File: src/rtl/sstcp_pkg.sv
// Shared types, character codes and lookup tables for the console command parser.
// Used by serial_settime_command_parser and sstcp_scanner; depends on nothing else.
package sstcp_pkg;

    // Command kinds reported on the result channel
    localparam logic [2:0] CMD_SET   = 3'd0;
    localparam logic [2:0] CMD_TIME  = 3'd1;
    localparam logic [2:0] CMD_HELP  = 3'd2;
    localparam logic [2:0] CMD_UNK   = 3'd3;
    localparam logic [2:0] CMD_USAGE = 3'd4;

    // Console characters
    localparam logic [7:0] CHAR_BS    = 8'h08;
    localparam logic [7:0] CHAR_LF    = 8'h0A;
    localparam logic [7:0] CHAR_CR    = 8'h0D;
    localparam logic [7:0] CHAR_DEL   = 8'h7F;
    localparam logic [7:0] CHAR_NUL   = 8'h00;
    localparam logic [7:0] CHAR_SPACE = 8'h20;
    localparam logic [7:0] CHAR_PLUS  = 8'h2B;
    localparam logic [7:0] CHAR_MINUS = 8'h2D;
    localparam logic [7:0] CHAR_COLON = 8'h3A;
    localparam logic [7:0] CHAR_ZERO  = 8'h30;
    localparam logic [7:0] CHAR_NINE  = 8'h39;

    localparam int          MAG_W    = 14;
    localparam logic [13:0] NUM_SAT  = 14'd9999;
    localparam logic [13:0] YEAR_MIN = 14'd2000;
    localparam logic [13:0] YEAR_MAX = 14'd2099;

    // Result of scanning one line, held by the scanner after the end marker
    typedef struct packed {
        logic                   kw_set;   // line starts with SETTIME, any case
        logic                   kw_time;  // line starts with TIME, any case
        logic                   kw_help;  // line starts with HELP, any case
        logic                   parse_ok; // six numbers read per the pattern
        logic [5:0]             neg_nz;   // number was negative and nonzero
        logic [5:0][MAG_W-1:0]  mag;      // saturated magnitudes
    } t_scan_res;

    function automatic logic [7:0] to_lower(input logic [7:0] c);
        logic [7:0] r;
        r = c;
        if (c >= 8'h41 && c <= 8'h5A) begin
            r = c + 8'd32;
        end
        return r;
    endfunction

    function automatic logic is_space(input logic [7:0] c);
        return (c == CHAR_SPACE) || (c >= 8'h09 && c <= CHAR_CR);
    endfunction

    function automatic logic is_digit(input logic [7:0] c);
        return (c >= CHAR_ZERO) && (c <= CHAR_NINE);
    endfunction

    function automatic logic [7:0] settime_char(input logic [2:0] i);
        logic [7:0] r;
        unique case (i)
            3'd0:    r = 8'h53; // S
            3'd1:    r = 8'h45; // E
            3'd2:    r = 8'h54; // T
            3'd3:    r = 8'h54; // T
            3'd4:    r = 8'h49; // I
            3'd5:    r = 8'h4D; // M
            3'd6:    r = 8'h45; // E
            default: r = CHAR_NUL;
        endcase
        return r;
    endfunction

    function automatic logic [7:0] time_char(input logic [1:0] i);
        logic [7:0] r;
        unique case (i)
            2'd0:    r = 8'h54; // T
            2'd1:    r = 8'h49; // I
            2'd2:    r = 8'h4D; // M
            default: r = 8'h45; // E
        endcase
        return r;
    endfunction

    function automatic logic [7:0] help_char(input logic [1:0] i);
        logic [7:0] r;
        unique case (i)
            2'd0:    r = 8'h48; // H
            2'd1:    r = 8'h45; // E
            2'd2:    r = 8'h4C; // L
            default: r = 8'h50; // P
        endcase
        return r;
    endfunction

    function automatic logic [4:0] month_days(input logic [3:0] m);
        logic [4:0] r;
        unique case (m)
            4'd2:                      r = 5'd28;
            4'd4, 4'd6, 4'd9, 4'd11:   r = 5'd30;
            default:                   r = 5'd31;
        endcase
        return r;
    endfunction

    // Weekday offset per month for the day-of-week sum
    function automatic logic [2:0] wd_offset(input logic [3:0] m);
        logic [2:0] r;
        unique case (m)
            4'd2:    r = 3'd3;
            4'd3:    r = 3'd2;
            4'd4:    r = 3'd5;
            4'd5:    r = 3'd0;
            4'd6:    r = 3'd3;
            4'd7:    r = 3'd5;
            4'd8:    r = 3'd1;
            4'd9:    r = 3'd4;
            4'd10:   r = 3'd6;
            4'd11:   r = 3'd2;
            4'd12:   r = 3'd4;
            default: r = 3'd0;
        endcase
        return r;
    endfunction

endpackage

File: src/rtl/sstcp_scanner.sv
// Character-serial scanner: keyword prefixes and the SETTIME number pattern.
// Takes one character per valid cycle after a start pulse; uses sstcp_pkg.
module sstcp_scanner (
    input  logic                  i_clk,
    input  logic                  i_rst_n,
    input  logic                  i_start,
    input  logic                  i_chr_valid,
    input  logic [7:0]            i_chr,
    output sstcp_pkg::t_scan_res  o_res
);

    typedef enum logic [2:0] {
        SC_LIT, SC_WS, SC_SIGN, SC_DIG, SC_OK, SC_FAIL
    } t_scan_state;

    t_scan_state                         r_state, n_state;
    logic [2:0]                          r_pos, n_pos;
    logic [2:0]                          r_idx, n_idx;
    logic [sstcp_pkg::MAG_W-1:0]         r_mag, n_mag;
    logic                                r_neg, n_neg;
    logic                                r_kw_set, n_kw_set;
    logic                                r_kw_time, n_kw_time;
    logic                                r_kw_help, n_kw_help;
    logic [5:0][sstcp_pkg::MAG_W-1:0]    r_vals, n_vals;
    logic [5:0]                          r_neg_nz, n_neg_nz;

    logic [7:0]                          lc;
    logic [3:0]                          dig;
    logic [16:0]                         acc;
    t_scan_state                         st_state;
    logic                                st_neg;
    logic [7:0]                          sep;

    always_comb begin
        lc  = sstcp_pkg::to_lower(i_chr);
        dig = i_chr[3:0];
        acc = ({3'b0, r_mag} << 3) + ({3'b0, r_mag} << 1) + {13'b0, dig};

        // Outcome of a character seen where a number may begin
        st_neg = 1'b0;
        if (sstcp_pkg::is_space(i_chr)) begin
            st_state = SC_WS;
        end else if (i_chr == sstcp_pkg::CHAR_PLUS || i_chr == sstcp_pkg::CHAR_MINUS) begin
            st_state = SC_SIGN;
            st_neg   = (i_chr == sstcp_pkg::CHAR_MINUS);
        end else if (sstcp_pkg::is_digit(i_chr)) begin
            st_state = SC_DIG;
        end else begin
            st_state = SC_FAIL;
        end

        sep = (r_idx < 3'd2) ? sstcp_pkg::CHAR_MINUS : sstcp_pkg::CHAR_COLON;

        n_state   = r_state;
        n_pos     = r_pos;
        n_idx     = r_idx;
        n_mag     = r_mag;
        n_neg     = r_neg;
        n_kw_set  = r_kw_set;
        n_kw_time = r_kw_time;
        n_kw_help = r_kw_help;
        n_vals    = r_vals;
        n_neg_nz  = r_neg_nz;

        if (i_chr_valid) begin
            // Case-insensitive prefix tracking
            if (r_pos != 3'd7) begin
                n_pos = r_pos + 3'd1;
                if (lc != sstcp_pkg::to_lower(sstcp_pkg::settime_char(r_pos))) begin
                    n_kw_set = 1'b0;
                end
            end
            if (r_pos < 3'd4) begin
                if (lc != sstcp_pkg::to_lower(sstcp_pkg::time_char(r_pos[1:0]))) begin
                    n_kw_time = 1'b0;
                end
                if (lc != sstcp_pkg::to_lower(sstcp_pkg::help_char(r_pos[1:0]))) begin
                    n_kw_help = 1'b0;
                end
            end

            unique case (r_state)
                SC_LIT: begin
                    if (i_chr != sstcp_pkg::settime_char(r_pos)) begin
                        n_state = SC_FAIL;
                    end else if (r_pos == 3'd6) begin
                        n_state = SC_WS;
                        n_idx   = 3'd0;
                    end
                end
                SC_WS: begin
                    n_state = st_state;
                    n_neg   = st_neg;
                    n_mag   = {10'b0, dig};
                end
                SC_SIGN: begin
                    if (sstcp_pkg::is_digit(i_chr)) begin
                        n_state = SC_DIG;
                        n_mag   = {10'b0, dig};
                    end else begin
                        n_state = SC_FAIL;
                    end
                end
                SC_DIG: begin
                    if (sstcp_pkg::is_digit(i_chr)) begin
                        n_mag = (acc > {3'b0, sstcp_pkg::NUM_SAT}) ? sstcp_pkg::NUM_SAT
                                                                   : acc[13:0];
                    end else begin
                        // Commit the number, then handle its separator
                        n_vals[r_idx]   = r_mag;
                        n_neg_nz[r_idx] = r_neg && (r_mag != '0);
                        if (r_idx == 3'd5) begin
                            n_state = SC_OK;
                        end else if (r_idx == 3'd2) begin
                            // Date and time part with no literal between them
                            n_idx   = r_idx + 3'd1;
                            n_state = st_state;
                            n_neg   = st_neg;
                        end else if (i_chr == sep) begin
                            n_idx   = r_idx + 3'd1;
                            n_state = SC_WS;
                        end else begin
                            n_state = SC_FAIL;
                        end
                    end
                end
                SC_OK, SC_FAIL: begin
                    n_state = r_state;
                end
                default: n_state = SC_FAIL;
            endcase
        end
    end

    always_ff @(posedge i_clk) begin
        if (!i_rst_n) begin
            r_state   <= SC_FAIL;
            r_pos     <= '0;
            r_idx     <= '0;
            r_kw_set  <= 1'b0;
            r_kw_time <= 1'b0;
            r_kw_help <= 1'b0;
        end else if (i_start) begin
            r_state   <= SC_LIT;
            r_pos     <= '0;
            r_idx     <= '0;
            r_kw_set  <= 1'b1;
            r_kw_time <= 1'b1;
            r_kw_help <= 1'b1;
        end else begin
            r_state   <= n_state;
            r_pos     <= n_pos;
            r_idx     <= n_idx;
            r_kw_set  <= n_kw_set;
            r_kw_time <= n_kw_time;
            r_kw_help <= n_kw_help;
        end
    end

    always_ff @(posedge i_clk) begin
        r_mag    <= n_mag;
        r_neg    <= n_neg;
        r_vals   <= n_vals;
        r_neg_nz <= n_neg_nz;
    end

    assign o_res.kw_set   = r_kw_set;
    assign o_res.kw_time  = r_kw_time;
    assign o_res.kw_help  = r_kw_help;
    assign o_res.parse_ok = (r_state == SC_OK);
    assign o_res.neg_nz   = r_neg_nz;
    assign o_res.mag      = r_vals;

endmodule

File: src/rtl/serial_settime_command_parser.sv
// Serial console line editor and SETTIME / TIME / HELP command classifier.
// Sequence: a non-empty line end starts a scan of the L characters up to the line length or the
// first zero byte; ST_FIN registers the check, ST_DONE loads the request. Throughput: one byte
// per cycle while editing; a non-empty line end blocks input through scan, check and output,
// longer while the previous request still waits. Reset (synchronous, active low) empties the
// line and the output register; the line memory is not cleared, only current entries are read.
module serial_settime_command_parser #(
    parameter int LINE_CAPACITY = 80
) (
    input  logic        i_clk,
    input  logic        i_rst_n,
    input  logic        s_axis_tvalid,
    output logic        s_axis_tready,
    input  logic [7:0]  s_axis_tdata,   // [7:0] rx_byte
    output logic        m_axis_tvalid,
    input  logic        m_axis_tready,
    output logic [47:0] m_axis_tdata    // [2:0] cmd_kind, [14:3] year, [18:15] month,
                                        // [23:19] day, [26:24] weekday, [31:27] hour,
                                        // [37:32] minute, [43:38] second, rest zero
);

    localparam int LEN_W = $clog2(LINE_CAPACITY);
    localparam logic [LEN_W-1:0] LEN_MAX = LEN_W'(LINE_CAPACITY - 1);

    typedef enum logic [1:0] {
        ST_IDLE, ST_SCAN, ST_FIN, ST_DONE
    } t_state;

    t_state                r_state;
    logic [LEN_W-1:0]      r_len;
    logic [LEN_W-1:0]      r_addr;
    logic                  r_rd_vld;
    logic                  r_rd_end;
    logic [7:0]            r_rd_data;
    logic [7:0]            r_mem [LINE_CAPACITY];

    // Checked result, held between the check cycle and the output register
    logic [2:0]            r_kind;
    logic [11:0]           r_wsum;
    logic [11:0]           r_year;
    logic [3:0]            r_month;
    logic [4:0]            r_day;
    logic [4:0]            r_hour;
    logic [5:0]            r_minute;
    logic [5:0]            r_second;

    logic                  r_m_valid;
    logic [47:0]           r_m_data;

    logic                  in_acc;
    logic                  is_eol;
    logic                  is_erase;
    logic                  do_append;
    logic                  scan_start;
    logic                  out_load;
    logic [7:0]            chr;
    logic                  chr_valid;
    sstcp_pkg::t_scan_res  scan_res;

    // Check-cycle signals
    logic                  year_ok, month_ok, day_ok, time_ok, set_ok;
    logic [4:0]            max_day;
    logic [11:0]           y_adj;
    logic [11:0]           wsum;
    logic [2:0]            n_kind;

    // Weekday fold: 8 = 1 mod 7, so add octal digits
    logic [4:0]            fold1;
    logic [3:0]            fold2;
    logic [2:0]            weekday;

    assign in_acc     = s_axis_tvalid && s_axis_tready;
    assign is_eol     = (s_axis_tdata == sstcp_pkg::CHAR_CR) ||
                        (s_axis_tdata == sstcp_pkg::CHAR_LF);
    assign is_erase   = (s_axis_tdata == sstcp_pkg::CHAR_BS) ||
                        (s_axis_tdata == sstcp_pkg::CHAR_DEL);
    assign do_append  = in_acc && !is_eol && !is_erase && (r_len < LEN_MAX);
    assign scan_start = in_acc && is_eol && (r_len != '0);
    // Load the output register once it is free or being drained
    assign out_load   = (r_state == ST_DONE) && (!r_m_valid || m_axis_tready);

    // A read issued at the line length stands for the end marker
    assign chr       = r_rd_end ? sstcp_pkg::CHAR_NUL : r_rd_data;
    assign chr_valid = (r_state == ST_SCAN) && r_rd_vld;

    sstcp_scanner u_scanner (
        .i_clk       (i_clk),
        .i_rst_n     (i_rst_n),
        .i_start     (scan_start),
        .i_chr_valid (chr_valid),
        .i_chr       (chr),
        .o_res       (scan_res)
    );

    // Line memory: write on append, one registered read per cycle
    always_ff @(posedge i_clk) begin
        if (do_append) begin
            r_mem[r_len] <= s_axis_tdata;
        end
        r_rd_data <= r_mem[r_addr];
    end

    // Range checks and the weekday sum over the scanned numbers
    always_comb begin
        year_ok  = !scan_res.neg_nz[0] &&
                   scan_res.mag[0] >= sstcp_pkg::YEAR_MIN &&
                   scan_res.mag[0] <= sstcp_pkg::YEAR_MAX;
        month_ok = !scan_res.neg_nz[1] &&
                   scan_res.mag[1] >= 14'd1 && scan_res.mag[1] <= 14'd12;
        // Inside 2000..2099 a year is leap exactly when divisible by four
        max_day  = sstcp_pkg::month_days(scan_res.mag[1][3:0]);
        if (scan_res.mag[1][3:0] == 4'd2 && scan_res.mag[0][1:0] == 2'b00) begin
            max_day = 5'd29;
        end
        day_ok   = !scan_res.neg_nz[2] &&
                   scan_res.mag[2] >= 14'd1 && scan_res.mag[2] <= {9'b0, max_day};
        time_ok  = (scan_res.neg_nz[5:3] == 3'b000) &&
                   scan_res.mag[3] <= 14'd23 &&
                   scan_res.mag[4] <= 14'd59 &&
                   scan_res.mag[5] <= 14'd59;
        set_ok   = scan_res.parse_ok && year_ok && month_ok && day_ok && time_ok;

        // January and February count in the previous year; the century terms
        // give -15 for every year 1999..2099
        y_adj = scan_res.mag[0][11:0] -
                ((scan_res.mag[1][3:0] < 4'd3) ? 12'd1 : 12'd0);
        wsum  = y_adj + (y_adj >> 2) - 12'd15 +
                {9'b0, sstcp_pkg::wd_offset(scan_res.mag[1][3:0])} +
                {7'b0, scan_res.mag[2][4:0]};

        priority if (scan_res.kw_set) begin
            n_kind = set_ok ? sstcp_pkg::CMD_SET : sstcp_pkg::CMD_USAGE;
        end else if (scan_res.kw_time) begin
            n_kind = sstcp_pkg::CMD_TIME;
        end else if (scan_res.kw_help) begin
            n_kind = sstcp_pkg::CMD_HELP;
        end else begin
            n_kind = sstcp_pkg::CMD_UNK;
        end
    end

    always_comb begin
        fold1   = {2'b0, r_wsum[2:0]} + {2'b0, r_wsum[5:3]} +
                  {2'b0, r_wsum[8:6]} + {2'b0, r_wsum[11:9]};
        fold2   = {1'b0, fold1[2:0]} + {2'b0, fold1[4:3]};
        weekday = (fold2 >= 4'd7) ? 3'(fold2 - 4'd7) : fold2[2:0];
    end

    // Line control, scan sequencing and the output register
    always_ff @(posedge i_clk) begin
        if (!i_rst_n) begin
            r_state   <= ST_IDLE;
            r_len     <= '0;
            r_addr    <= '0;
            r_rd_vld  <= 1'b0;
            r_rd_end  <= 1'b0;
            r_m_valid <= 1'b0;
        end else begin
            if (out_load) begin
                r_m_valid <= 1'b1;
            end else if (m_axis_tvalid && m_axis_tready) begin
                r_m_valid <= 1'b0;
            end
            unique case (r_state)
                ST_IDLE: begin
                    if (in_acc) begin
                        if (is_eol) begin
                            // Empty line ends give no request
                            if (r_len != '0) begin
                                r_state  <= ST_SCAN;
                                r_addr   <= '0;
                                r_rd_vld <= 1'b0;
                            end
                        end else if (is_erase) begin
                            if (r_len != '0) begin
                                r_len <= r_len - 1'b1;
                            end
                        end else if (r_len < LEN_MAX) begin
                            r_len <= r_len + 1'b1;
                        end
                    end
                end
                ST_SCAN: begin
                    if (r_rd_vld && chr == sstcp_pkg::CHAR_NUL) begin
                        r_state  <= ST_FIN;
                        r_rd_vld <= 1'b0;
                    end else begin
                        // Advance the read pointer, holding it at the end marker
                        r_rd_vld <= 1'b1;
                        r_rd_end <= (r_addr == r_len);
                        if (r_addr != r_len) begin
                            r_addr <= r_addr + 1'b1;
                        end
                    end
                end
                ST_FIN: begin
                    r_state  <= ST_DONE;
                    r_kind   <= n_kind;
                    r_wsum   <= wsum;
                    r_year   <= scan_res.mag[0][11:0];
                    r_month  <= scan_res.mag[1][3:0];
                    r_day    <= scan_res.mag[2][4:0];
                    r_hour   <= scan_res.mag[3][4:0];
                    r_minute <= scan_res.mag[4][5:0];
                    r_second <= scan_res.mag[5][5:0];
                end
                ST_DONE: begin
                    // Wait for the output register to free up
                    if (out_load) begin
                        if (r_kind == sstcp_pkg::CMD_SET) begin
                            r_m_data <= {4'b0, r_second, r_minute, r_hour, weekday,
                                         r_day, r_month, r_year, r_kind};
                        end else begin
                            r_m_data <= {45'b0, r_kind};
                        end
                        r_len   <= '0;
                        r_state <= ST_IDLE;
                    end
                end
                default: r_state <= ST_IDLE;
            endcase
        end
    end

    assign s_axis_tready = (r_state == ST_IDLE);
    assign m_axis_tvalid = r_m_valid;
    assign m_axis_tdata  = r_m_data;

    // A non-empty line end must hand the line to the scan and stop input
    a_eol_starts_scan: assert property (@(posedge i_clk) disable iff (!i_rst_n)
        scan_start |=> (r_state == ST_SCAN) && !s_axis_tready)
        else $error("line end did not start a scan");

    a_len_bound: assert property (@(posedge i_clk) disable iff (!i_rst_n)
        r_len <= LEN_MAX)
        else $error("line length beyond capacity");

    a_set_fields: assert property (@(posedge i_clk) disable iff (!i_rst_n)
        (m_axis_tvalid && m_axis_tdata[2:0] == sstcp_pkg::CMD_SET) |->
        (m_axis_tdata[26:24] <= 3'd6) && (m_axis_tdata[18:15] >= 4'd1) &&
        (m_axis_tdata[18:15] <= 4'd12) && (m_axis_tdata[23:19] != 5'd0))
        else $error("accepted set time has out-of-range fields");

    a_other_zero: assert property (@(posedge i_clk) disable iff (!i_rst_n)
        (m_axis_tvalid && m_axis_tdata[2:0] != sstcp_pkg::CMD_SET) |->
        (m_axis_tdata[47:3] == 45'b0))
        else $error("non set-time result carries field data");

endmodule
File: config.mk
export PLATFORM = sky130hd
export DESIGN_NAME = serial_settime_command_parser
export DESIGN_NICKNAME = d
export VERILOG_FILES = /design/src/rtl/sstcp_pkg.sv /design/src/rtl/sstcp_scanner.sv /design/src/rtl/serial_settime_command_parser.sv
export SDC_FILE = /design/constraint.sdc
export NUM_CORES = 1
export LEC_CHECK = 0
export BUFFER_PORTS_ARGS = -buffer_cell sky130_fd_sc_hd__buf_2
export CORE_MARGIN = 3
export CORE_UTILIZATION = 55
export CTS_CLUSTER_SIZE = 16
export DETAILED_ROUTE_END_ITERATION = 8
export MAX_ROUTING_LAYER = met4
export PLACE_DENSITY = 0.71
export SLEW_MARGIN = 20
export SYNTH_ARGS = -nofsm -noshare
export SYNTH_HDL_FRONTEND = slang
export SYNTH_SLANG_ARGS = --single-unit
File: constraint.sdc
create_clock -name i_clk -period 5.5 [get_ports i_clk]
set_input_delay 0.825 -clock i_clk [delete_from_list [all_inputs] [get_ports i_clk]]
set_output_delay 0.825 -clock i_clk [all_outputs]
set_load 0.01 [all_outputs]
==> summary.md, run 1 <==
| Metric | Value |
|---|---|
| Share of post-route cells with drive strength above 1 | `20.79%` |
| Via-to-Cell Ratio | `6.161` |
| Synth Area in Compound Gates | `3.870%` |
| Nets@finish | `2291` |
| Final Hold Vio Count | `0` |
| VDD IR-drop max | `0.0003481 V` |
| Die area | `70880 sq um` |
| Final min period | `4971 ps` |
| Mapped Cells | `2065` |
| Async S/R FF share, synth | `0%` |
| Relative slew slack | `37.86%` |
| Die Y-Extent | `266.2 um` |
| Unique masters post-synth | `78` |
| Most used cell, CP | `fa_1` |
| Post-synth EDFFs | `842` |
| Largest net degree at the start of global routing | `81` |
| Vias in the first global route | `19326` |
| Met1 Usage GRT | `30.70%` |
| Syn-to-layout area delta | `11.66%` |
| Clock root buffer master | `clkbuf_16` |
| Initial antenna violation count | `0` |
| Post-synthesis mux area share | `13.35%` |
| Post-route ant nets | `0` |
| Met3 usage | `3.823%` |
| H-tree levels | `3` |
| Gpl congestion | `0.8914` |
| Hpwl dp | `50450 um` |
| Pleak | `13.19 nW` |
| Top FF cell, synth | `edfxtp_1` |
| Synth Area in Adders | `3.903%` |
| Clock Pin Slew Worst Setup and Hold Paths | `60 ps` |
| Die width | `266.2 um` |
| Floorplan Core Area | `66450 sq um` |
| Period utilization | `90.39%` |
| Number of port buffers | `57` |
| Syn avg cell area | `18.04 sq um` |
| Number of synthesized register bits | `884` |
| Hold buffers post-CTS | `0` |
| RSZ-0062 raised after global routing | `no` |
| Longest Clk Path Bufs | `3` |
| Main combinational cell family by area after synthesis | `multiplexers` |
| HP Class | `reg2reg` |
| Global route overflow | `0` |
| Violation count after the first detailed-route iteration | `1761` |
| Sink Count | `884` |
| # DRC | `0` |
| CTS tree | `built` |
| CP Launch Type | `register` |
| Design area | `41590 sq um` |
| Seq/Total Area, Yosys | `70.14%` |
| Worst Path Arrival | `5310 ps` |
| Crit path capture type | `register` |
| TNS Setup | `0 ps` |
| Worst EP required | `5840 ps` |
| Crit-path max FO | `4` |
| Setup-failing EPs final | `0` |
| CP cell instances | `a211oi_1 -> ha_1 -> nor3b_1 -> xor2_1 -> inv_1 -> fa_1 -> fa_1 -> inv_1 -> ha_1 -> fa_1 -> a21o_1 -> a21oi_1 -> nor2b_1 -> o21a_1 -> o41ai_1 -> o21ai_0 -> xnor2_1` |
| Fmax | `201.1 MHz` |
| First-pass detailed-route iteration total | `7` |
| Routed WL | `77860 um` |
| GR met2 Demand/Resource | `37.45%` |
| Clock Latency Late Sink | `630 ps` |
| Via Count | `19162` |
| Final Skew | `35.51 ps` |
| Placement Cell Area | `38630 sq um` |
| Power per cell area | `341.6 nW/um^2` |
| YS warnings | `0` |
| Post_cts resized | `0` |
| Post-CTS Setup Inserts | `0` |
| Crit path kind | `reg2reg` |
| Global-route wire length before repair | `119900 um` |
| Total I/O pin count | `62` |
| CTS Buf Count | `89` |
| Tot Pwr | `14.21 mW` |
| Num rows | `94` |
| N_diodes | `0` |
| Gr busiest metal | `met2` |
| Max-Cap Viols | `0` |
| Commonest non-fill, non-tap cells in the layout | `edfxtp_1, mux4_2, nor2_1` |
| Wire per inst | `25.04 um` |
| Mapped cell area | `37250 sq um` |
| Slowest-stage cell, CP | `fa_1` |
| Status | `complete, no violations` |
| GRT Total Usage | `23.17%` |
| CP max stage delay | `520 ps` |
| Post-Synth Simple-Gate Area | `5.677%` |
| Commonest non-fill, non-tap cell in the layout | `edfxtp_1` |
| Initial cell density of the core | `56.05%` |
| Max Slew Vio Count | `0` |
| Worst Tran Pin Value | `932.1 ps` |
| XOR/XNOR Fraction of Synth Area | `1.317%` |
per-stage QoR:
| stage | hold WS, ps | util, % | setup WS (ps) | std cells |
|---|---|---|---|---|
| after floorplan | 400.3 | - | 746.4 | 2076 |
| after global placement | 403.1 | 58.13 | 674.1 | 2946 |
| after detailed placement | 404.5 | 58.13 | 500.0 | 2946 |
| after CTS | 415.7 | 62.57 | 464.8 | 3110 |
| after global routing | 424.4 | 62.59 | 106.2 | 3110 |
| final | 415.1 | 62.59 | 528.6 | 3110 |
cell families (layout without fill, tap and decap cells):
family          count (synthesis)  after routing
compound gates                203            203
xor+xnor                       56             56
fa+ha+maj                     106            106
buf+inv                       157            327
flops                         884            884
mux                           235            235
other cells                     1             12
simple gates                  423            423
path summary, 6_finish.rpt:
check,from,endpoint,slack [ps],cells past startpoint
worst max-delay path,u_scanner.o_res[14],r_wsum[11],530,17
worst min-delay path,u_scanner.o_res[43],r_hour[1],420,0
worst max register to register,u_scanner.o_res[14],r_wsum[11],530,17
worst min register to register,u_scanner.o_res[43],r_hour[1],420,0
critical path: cells and delay by family, from the launching register on:
kind                       cells  cell delay, ps
DFF                            1             390
xor gates and xnor gates       2             430
and+or+nand+nor                2             330
buffers and inverters          2             130
adders and majority gates      5            1910
AOI/OAI and AO/OA              6            1530
power by group:
| part | internal (mW) | switching [mW] | total [mW] |
|---|---|---|---|
| clock | 3.54 | 2.51 | 6.05 |
| combinational | 0.233 | 0.451 | 0.684 |
| sequential | 7.41 | 0.0619 | 7.47 |
layer usage:
metal	vias up	share of wire [%]
li1	8478	-
met1	9783	40
met2	746	50
met3	155	6.7
met4	0	3.2
met5	-	0
synthesized netlist by cell type, types with 8 or more instances:
cell | count | area share, %
o21a_1 | 8 | 0.16
buf_1 | 11 | 0.11
xnor2_1 | 40 | 0.94
a31oi_1 | 12 | 0.20
o31ai_1 | 10 | 0.20
mux2i_1 | 14 | 0.38
o211ai_1 | 10 | 0.20
o21ai_0 | 27 | 0.36
and3_1 | 9 | 0.15
mux2_2 | 13 | 0.39
nor2b_1 | 22 | 0.37
a21o_1 | 17 | 0.34
a21oi_1 | 44 | 0.59
buf_2 | 16 | 0.21
dfxtp_1 | 42 | 2.3
nand2_1 | 61 | 0.61
edfxtp_1 | 842 | 68
nand2b_1 | 8 | 0.13
or3_1 | 11 | 0.18
a211oi_1 | 12 | 0.24
nand4_1 | 15 | 0.25
nor4_1 | 25 | 0.42
mux4_2 | 208 | 13
and2_1 | 42 | 0.71
nor3_1 | 29 | 0.39
clkbuf_1 | 49 | 0.49
inv_1 | 70 | 0.71
xor2_1 | 16 | 0.38
fa_1 | 17 | 0.91
nor2_1 | 150 | 1.5
buf_4 | 8 | 0.16
nand3_1 | 24 | 0.32
ha_1 | 89 | 3.0
state kept, by name (all words and copies together) (netlist names), 2 cells and up, named ones only:
name / cells
m_axis_tdata: 44
r_addr: 7
r_day: 5
r_hour: 5
r_kind: 3
r_len: 7
r_mem: 640
r_minute: 6
r_month: 4
r_rd_data: 8
r_second: 6
r_state: 2
r_wsum: 12
r_year: 12
u_scanner.o_res: 84
u_scanner.r_idx: 3
u_scanner.r_mag: 14
u_scanner.r_neg_nz: 6
u_scanner.r_pos: 3
u_scanner.r_state: 3
area by class of cell:
class / instances / area [sq um]
fillers: 4626 / 24860
clock inverters: 57 / 598.1
well taps: 864 / 1081
inverters: 72 / 270.3
clock buffers: 107 / 2351
flip-flops and latches: 884 / 26140
repair buffers: 91 / 590.6
multi-input cells: 1035 / 10560
Power figures use the tool's default switching activity.
==> run 2: changes to the inputs <==
--- a/config.mk
+++ b/config.mk
@@ -15,4 +15,5 @@
 export SLEW_MARGIN = 20
 export SYNTH_ARGS = -nofsm -noshare
 export SYNTH_HDL_FRONTEND = slang
+export SYNTH_HIERARCHICAL = 1
 export SYNTH_SLANG_ARGS = --single-unit
==> run 2 against run 1 <==
  * Hold slack better by 2.6 ps
  * Sequential share of layout area decreased by 0.31 points
  * Wire length is 4.6% higher
  * Cell count grew 5.6%
  * First-iteration DRC count grew 23%
  * Utilization is 0.60 points lower
  * Sequential power about the same
  * Clock power is 3.6% lower
  * Clock skew grew 10 ps
  * Flip-flop and latch count is 3 lower
  * Power shrank 0.95%
  * Critical path type unchanged
==> summary.md, run 2 <==
| Metric | Value |
|---|---|
| Global-route wire length before repair | `124800 um (+4.1%)` |
| VDD IR-drop max | `0.0003323 V (-4.5%)` |
| Post-CTS Setup Inserts | `0 (unchanged)` |
| Top FF cell, synth | `edfxtp_1` |
| Worst path buffer plus inverter count | `1 (-1)` |
| Commonest non-fill, non-tap cell in the layout | `edfxtp_1` |
| Hpwl dp | `51720 um (+2.5%)` |
| Clock root buffer master | `clkbuf_16` |
| Post-Synth Simple-Gate Area | `6.967% (+1.3 points)` |
| Nets@finish | `2463 (+7.5%)` |
| Final min period | `4600 ps (-371.5 ps)` |
| Power per cell area | `337.5 nW/um^2 (-1.2%)` |
| RSZ-0062 raised after global routing | `no` |
| Global route overflow | `0 (unchanged)` |
| Wire per inst | `24.81 um (-0.89%)` |
| Post-route setup slack | `900.0 ps (+371.5 ps)` |
| Dpl cells | `3126 (+6.1%)` |
| CTS Buf Count | `87 (-2.2%)` |
| Worst Path Arrival | `4940 ps (-370 ps)` |
| Max FFs per register | `640 (unchanged)` |
| Worst EP required | `5840 ps (about the same)` |
| Synth area leader | `edfxtp_1` |
| Violation count after the first detailed-route iteration | `2164 (+23%)` |
| Most used cell, CP | `ha_1` |
| Crit path kind | `reg2reg` |
| # DRC | `0 (unchanged)` |
| N_diodes | `0 (unchanged)` |
| Net Sw Frac | `21.74% (+0.44 points)` |
| Routed WL | `81460 um (+4.6%)` |
| Syn-to-layout area delta | `11.32%` |
| CP cell instances | `ha_1 -> nor3_1 -> ha_1 -> or4b_2 -> nor2_1 -> xnor2_1 -> inv_1 -> ha_1 -> a21o_1 -> fa_1 -> ha_1 -> o21a_1 -> o31ai_1 -> a21oi_1 -> a31oi_1 -> xnor2_1` |
| Most frequent cell after synthesis | `edfxtp_1` |
| Period utilization | `83.64% (-6.8 points)` |
| Crit path capture type | `register` |
| Sink Count | `881 (-0.34%)` |
| Initial antenna violation count | `0 (unchanged)` |
| Placement Setup Slack | `944.9 ps (+444.9 ps)` |
| Synth cell count leaders | `edfxtp_1, nor2_1, mux4_2` |
| Final Skew | `45.95 ps (+10.45 ps)` |
| Fmax | `217.4 MHz (+8.1%)` |
| HP Class | `reg2reg` |
| Final Hold Vio Count | `0 (unchanged)` |
| Post-synth EDFFs | `842 (unchanged)` |
| Async S/R FF share, synth | `0% (unchanged)` |
| Hold buffers post-CTS | `0 (unchanged)` |
| XOR/XNOR Fraction of Synth Area | `1.403% (+0.086 points)` |
| Share of post-route cells with drive strength above 1 | `17.93% (-2.9 points)` |
| Seq pwr share | `52.9% (+0.3 points)` |
| Initial cell density of the core | `55.68% (-0.37 points)` |
| Post_cts resized | `0 (unchanged)` |
| Clock Latency Late Sink | `640 ps (about the same)` |
| Synth Area in Adders | `3.961% (+0.058 points)` |
| Num rows | `95 (+1.1%)` |
| Crit-path max FO | `5 (+1)` |
| Synth area leaders | `edfxtp_1, mux4_2, ha_1` |
| GRT Total Usage | `23.95% (+0.78 points)` |
| Worst Tran Pin Value | `1012 ps (+79.77 ps)` |
| NetSw | `3.059 mW (+1.1%)` |
| Unique masters post-synth | `92 (+18%)` |
| Relative slew slack | `32.54% (-5.3 points)` |
| Clock Pin Slew Worst Setup and Hold Paths | `60 ps (about the same)` |
| Gpl congestion | `0.9109 (+2.2%)` |
| First-pass detailed-route iteration total | `5 (-2)` |
| Design area | `41700 sq um (+0.26%)` |
| Synth top area share | `67.49% (-0.39 points)` |
| Worst path top cell family by delay | `adder cells` |
| Via-to-Cell Ratio | `6.225 (+1.0%)` |
| Placement Cell Area | `38830 sq um (+0.53%)` |
| H-tree levels | `3 (unchanged)` |
| Post-route ant nets | `0 (unchanged)` |
| Commonest non-fill, non-tap cells in the layout | `edfxtp_1, nor2_1, mux4_2` |
| Biggest register | `r_mem` |
| CTS tree | `built` |
| Util after Layout | `61.98% (-0.60 points)` |
| Logic pwr share | `5.7% (+0.9 points)` |
| Die Y-Extent | `267.0 um (+0.28%)` |
| Post-synthesis mux area share | `10.48% (-2.9 points)` |
| Final Non-Filler Cells | `3283 (+5.6%)` |
| Floorplan Core Area | `67280 sq um (+1.2%)` |
| Tot Pwr | `14.07 mW (-0.95%)` |
| Syn avg cell area | `16.71 sq um (-7.4%)` |
| Die area | `71280 sq um (+0.56%)` |
| Seq/Total Area, Yosys | `69.58% (-0.56 points)` |
| Setup-failing EPs final | `0 (unchanged)` |
| Vias in the first global route | `20376 (+5.4%)` |
| Hold Slack | `417.7 ps (+2.609 ps)` |
| Pleak | `13.45 nW (+2.0%)` |
| Status | `complete, no violations` |
| Mapped Cells | `2242 (+8.6%)` |
| CP max stage delay | `670 ps (+150 ps)` |
| Max Slew Vio Count | `0 (unchanged)` |
| Die width | `267.0 um (+0.28%)` |
| Slowest-stage cell, CP | `or4b_2` |
| Number of synthesized register bits | `881 (-0.34%)` |
| Max-Cap Viols | `0 (unchanged)` |
| Number of port buffers | `57 (unchanged)` |
| Total I/O pin count | `62 (unchanged)` |
| TNS Setup | `0 ps (unchanged)` |
| Largest net degree at the start of global routing | `143 (+77%)` |
| Longest Clk Path Bufs | `3 (unchanged)` |
| Clock power share | `41.5% (-1.1 points)` |
| YS warnings | `6 (+6)` |
| CP Launch Type | `register` |
| Synth Area in Compound Gates | `5.428% (+1.6 points)` |
| Mapped cell area | `37460 sq um (+0.57%)` |
| Via Count | `20438 (+6.7%)` |
| Main combinational cell family by area after synthesis | `multiplexers` |
| Int Pwr | `11.01 mW (-1.5%)` |
run 2: cell type report:
cell class | count | area (sq um)
tap | 873 | 1092
clock inverter | 46 | 514.2
inverter | 87 | 326.6
timing repair buffer | 103 | 680.7
multi-input combinational | 1182 | 10680
fill | 4777 | 25580
sequential | 881 | 26080
clock buffer | 111 | 2330
run 2: layer usage:
layer  wire (um)  vias to the layer above  GRT usage, %
met1       32910                    10395         32.10
li1            -                     9013             -
met2       40470                      860         38.61
met3        5570                      170         3.558
met4        2517                        0         7.232
met5           0                        -             -
run 2: power groups by stage:
| stage | combinational [mW] | sequential (mW) | clock (mW) |
|---|---|---|---|
| after floorplan | 0.526 | 7.55 | 0 |
| after global placement | 0.759 | 7.58 | 0 |
| final | 0.800 | 7.44 | 5.83 |
| after CTS | 0.793 | 7.44 | 5.91 |
| after detailed placement | 0.791 | 7.58 | 0 |
| after global routing | 0.869 | 7.44 | 6.20 |
run 2: logic make-up after synthesis:
family,Yosys count
other,1
flip-flops,881
adder cells (fa/ha/maj),109
AND/OR/NAND/NOR,504
multiplexers,208
buffers and inverters,190
XOR/XNOR,60
AO/OA/AOI/OAI,289
run 2: final timing paths:
path / startpoint / depth (start not counted) / slack (ps) / endpoint
hold reg to reg: u_scanner/o_res[70] / 0 / 420 / r_second[0]
setup reg to reg: u_scanner/o_res[14] / 16 / 900 / r_wsum[11]
setup / recovery: u_scanner/o_res[14] / 16 / 900 / r_wsum[11]
hold / removal: u_scanner/o_res[70] / 0 / 420 / r_second[0]
